## src/sv/hlge_pkg.sv

```systemverilog
`timescale 1ns / 1ps
// ============================================================================
// hlge_pkg: shared types and constants of the HighLife generation engine
// Item and result beat formats, item kinds, register indexes, controller
// states and the B36/S23 cell update rule.
// ============================================================================
package hlge_pkg;

	// Item kinds.
	localparam logic [1:0] KIND_WRITE = 2'd0;
	localparam logic [1:0] KIND_READ  = 2'd1;
	localparam logic [1:0] KIND_STEP  = 2'd2;
	localparam logic [1:0] KIND_NOP   = 2'd3;

	// Configuration register indexes.
	localparam logic CFG_ROWS = 1'b0;
	localparam logic CFG_COLS = 1'b1;

	localparam logic [7:0] ROWS_RESET = 8'd80;
	localparam logic [8:0] COLS_RESET = 9'd150;

	// Neighbor counts of the HighLife rule.
	localparam logic [3:0] SURVIVE_LO = 4'd2;
	localparam logic [3:0] SURVIVE_HI = 4'd3;
	localparam logic [3:0] BIRTH_LO   = 4'd3;
	localparam logic [3:0] BIRTH_HI   = 4'd6;

	typedef struct packed {
		logic [1:0] kind;
		logic [6:0] row;
		logic [7:0] col;
		logic       alive_in;
	} req_t;

	typedef struct packed {
		logic cell_alive;
		logic out_of_range;
	} rsp_t;

	typedef enum logic [2:0] {
		ST_CLEAR,
		ST_IDLE,
		ST_ACCESS,
		ST_SWEEP,
		ST_FINISH
	} state_t;

	// Next value of one cell from its present value and live neighbor count.
	function automatic logic hl_next(input logic alive, input logic [3:0] n);
		if (alive)
			return (n == SURVIVE_LO) || (n == SURVIVE_HI);
		return (n == BIRTH_LO) || (n == BIRTH_HI);
	endfunction

endpackage

```

## src/sv/hlge_row_rule.sv

```systemverilog
`timescale 1ns / 1ps
// ============================================================================
// hlge_row_rule: next generation of one grid row
// Counts the eight neighbors of every column from three masked rows and
// applies the HighLife rule. Columns beyond either edge count as dead.
// ============================================================================
module hlge_row_rule #(
	parameter int COLS = 256
) (
	input  logic [COLS-1:0] above,
	input  logic [COLS-1:0] mid,
	input  logic [COLS-1:0] below,
	output logic [COLS-1:0] nxt
);
	import hlge_pkg::*;

	logic [COLS+1:0] up_p;
	logic [COLS+1:0] mid_p;
	logic [COLS+1:0] dn_p;

	// Padded rows: bit p holds column p-1.
	assign up_p  = {1'b0, above, 1'b0};
	assign mid_p = {1'b0, mid, 1'b0};
	assign dn_p  = {1'b0, below, 1'b0};

	for (genvar c = 0; c < COLS; c++) begin : g_col
		logic [3:0] n;
		assign n = 4'(up_p[c]) + 4'(up_p[c+1]) + 4'(up_p[c+2])
			+ 4'(mid_p[c]) + 4'(mid_p[c+2])
			+ 4'(dn_p[c]) + 4'(dn_p[c+1]) + 4'(dn_p[c+2]);
		assign nxt[c] = hl_next(mid[c], n);
	end

endmodule
```

## config.mk

```make
export PLATFORM = sky130hd
export DESIGN_NAME = hlge_row_rule
export DESIGN_NICKNAME = d
export VERILOG_FILES = /design/src/sv/hlge_pkg.sv /design/src/sv/hlge_row_rule.sv
export SDC_FILE = /design/constraint.sdc
export NUM_CORES = 2
export LEC_CHECK = 0
export ABC_AREA = 1
export BUFFER_PORTS_ARGS = -buffer_cell sky130_fd_sc_hd__buf_2
export CORE_AREA = 3 3 396 398
export DETAILED_ROUTE_END_ITERATION = 7
export DIE_AREA = 0 0 399 401
export PLACE_DENSITY = 0.62
export RECOVER_POWER = 50
export SLEW_MARGIN = 20
export SYNTH_ARGS = -nofsm -noshare
export SYNTH_HDL_FRONTEND = slang
export SYNTH_SLANG_ARGS = --single-unit
```

## constraint.sdc

```tcl
create_clock -name vclk -period 4.98
set_clock_uncertainty 0.15 [all_clocks]
set_input_delay 0.747 -clock vclk [all_inputs]
set_output_delay 0.747 -clock vclk [all_outputs]
set_load 0.005 [all_outputs]
```

==> impl_metrics.ini <==
[yosys]
post_synth.cell_area_avg_um2 = 7.272
syn_nets = 9790
synth.distinct_cells = 14
ys_warn_count = 0
syn_inst = 7238
netlist_area_mm2 = 0.05263
synth_seq_area_share_pct = 0
synth.area.top_cells = fa_1 39%, ha_1 18%, inv_1 17%
synth_largest_area_cell = fa_1
yosys.area.top_type_share_pct = 38.80

[worst_setup_path]
cp_cell_sequence = buf_2 > inv_1 > fa_1 > fa_1 > fa_1 > inv_1 > ha_1 > fa_1 > or2_1 > nand3b_1 > nand2_1 > nor2_1 > buf_2
critPathCaptureType = primary output
crit_type = in2out
worst-path-buf-inv = 4
critical-path-top-delay-family = adder cells
arrival_ns = 3.90
critPathMostFrequentCell = fa_1
slowest_stage = fa_1
cp_max_fo = 2
critPathMaxStageDelay_ns = 0.55
required_ns = 4.08
start_kind = input pin

[run]
maxCapViolations = 0

[cells_and_area]
nFlopsAndLatches = 0
layout.nets = 10840
area_growth_pct = 15.14
drive_gt1_share_pct = 11.55
regArea_um2 = 0
nClkBuffers = 0

[global_route]
antenna_found_initial = 125
grt_usage_pct = 19.62
grt_max_degree = 5
grt.busiest_layer = met2
use_met2_pct = 35.71
grtUsageMet3_pct = 4.199
grt_overflow_total = 0
grt_pass1_vias = 48030
met1_usage_pct = 22.41
grt_pass1_wl_um = 249200

[power_and_ir_drop]
switching_share_pct = 57.78
switchingPower_w = 0.008436
power_leakage_nw = 37.24
pwr-share-clk_pct = 0
p_comb_share_pct = 100.0
seqPwrFrac_pct = 0
peakVddDrop_mv = 0.1444
pwr_density_cell_mw_per_mm2 = 240.9
p_int_w = 0.006164

[sta]
rsz0062_at_grt = no
hold_ws_ns = 1.732
period_minus_slack_ns = 4.800
worst_slack_ns = 0.1796
fmax_mhz = 208.3
worstMarginPinSlew_ns = 0.6419
hold_violations = 0
fin_crit_sh_pct = 96.39
maxSlewHeadroom_pct = 57.16
setup_viol = 0
report.final.slew_viol_count = 0

[die]
die-area_mm2 = 0.1600
die_h_um = 401
die_w_um = 399
rows = 144
start_util_pct = 34.25
ios = 1024
core_region_area_mm2 = 0.1537

[outcome]
status = finished, final reports clean

[drt]
wire_per_inst_um = 15.35
dr.first_iter.drc_count = 1939
vias = 46760
drc = 0
drt_wl_total_um = 160000
drtPass1Iterations = 7
routed_via_density = 4.487
detail-route-antenna-nets = 0

[placed_design]
place_congestion = 0.9587
pre_cts_ws_ns = -0.01232
port_buffers = 1024
hpwl_um = 154200

[clock_network]
postCtsHoldBufs = 0
post_cts_buffers = 0

[hold_path]
worst_hold_path_type = in2out
==> kinds of logic (layout without fill, tap and decap cells) <==
logic type	Yosys count	in the layout	share of synthesized area (%)
buf+inv	2376	3423	16.94
xor+xnor	78	78	1.298
fa+ha+maj	1784	1784	56.96
other cells	0	92	0
compound gates	288	288	2.748
simple gates	2712	2712	22.05
==> what timing repair did <==
action | in CTS | in global routing
setup endpoints to repair | 1 | 2
pin swaps | 0 | 1
gates resized for setup | 1 | 3
==> metal layers <==
metal  up-vias  wire (µm)
met5         -        447
met4        66       6635
met3       285      11370
met2      1051      79830
met1     22010      61720
li1      23350          -
==> synth_stat cells <==
library cell and instances:
fa_1 1020, o21ai_0 284, nand3_1 481, o21a_1 1
o21bai_1 1, ha_1 764, nor2_1 363, nor2_2 19
xnor2_1 78, a21oi_1 2, nand3b_1 175, nand2_1 1626
inv_1 2376, or2_1 48
==> placed cells by master, fill, tap and decap left out, types with 2 or more instances in the layout <==
master | Yosys | layout
nor2_1 | 363 | 363
fa_1 | 1020 | 1018
nand2_1 | 1626 | 1626
ha_1 | 764 | 764
buf_2 | 0 | 907
inv_1 | 2376 | 2376
buf_4 | 0 | 22
or2_0 | 0 | 9
clkbuf_2 | 0 | 5
nand3b_1 | 175 | 175
a21oi_1 | 2 | 2
or2_1 | 48 | 39
xnor2_1 | 78 | 77
fa_2 | 0 | 2
o21ai_0 | 284 | 284
nor2_2 | 19 | 19
nand3_1 | 481 | 481
diode_2 | 0 | 92
clkbuf_1 | 0 | 112
==> layout make-up <==
cell class / count / area (µm²)
fill: 16120 / 93080
multi-input combinational: 4862 / 43730
inverter: 2376 / 8919
timing repair buffer: 1047 / 5170
tap: 2044 / 2557
antenna: 92 / 230.2
==> power by group through the flow <==
stage | Combinational (W) | Clock (W) | Sequential, W
after detailed placement | 0.0148 | 0 | 0
after floorplan | 0.0102 | 0 | 0
after CTS | 0.0149 | 0 | 0
final | 0.0146 | 0.00000000187 | 0
after global routing | 0.0171 | 0.00000000156 | 0
after global placement | 0.0142 | 0 | 0
==> metrics by stage <==
| stage | instances | total power, W | instance area, µm² | util, % | setup TNS [ns] |
|---|---|---|---|---|---|
| floorplan | 7238 | 0.01017 | 52630 | - | 0 |
| global placement | 10330 | 0.01417 | 60500 | 39.37 | -0.01496 |
| detailed placement | 10330 | 0.01477 | 60500 | 39.37 | -0.01232 |
| CTS | 10330 | 0.01486 | 60500 | 39.37 | 0 |
| global route | 10390 | 0.01706 | 60520 | 39.38 | 0 |
| finish | 10420 | 0.01460 | 60600 | 39.43 | 0 |
==> path summary, 6_finish.rpt <==
kind	to	cells after the start	start	slack (ns)
max	nxt[243]	13	above[242]	0.18
min	nxt[255]	5	mid[255]	1.73
Note: power is estimated with default switching activity, not from simulation.
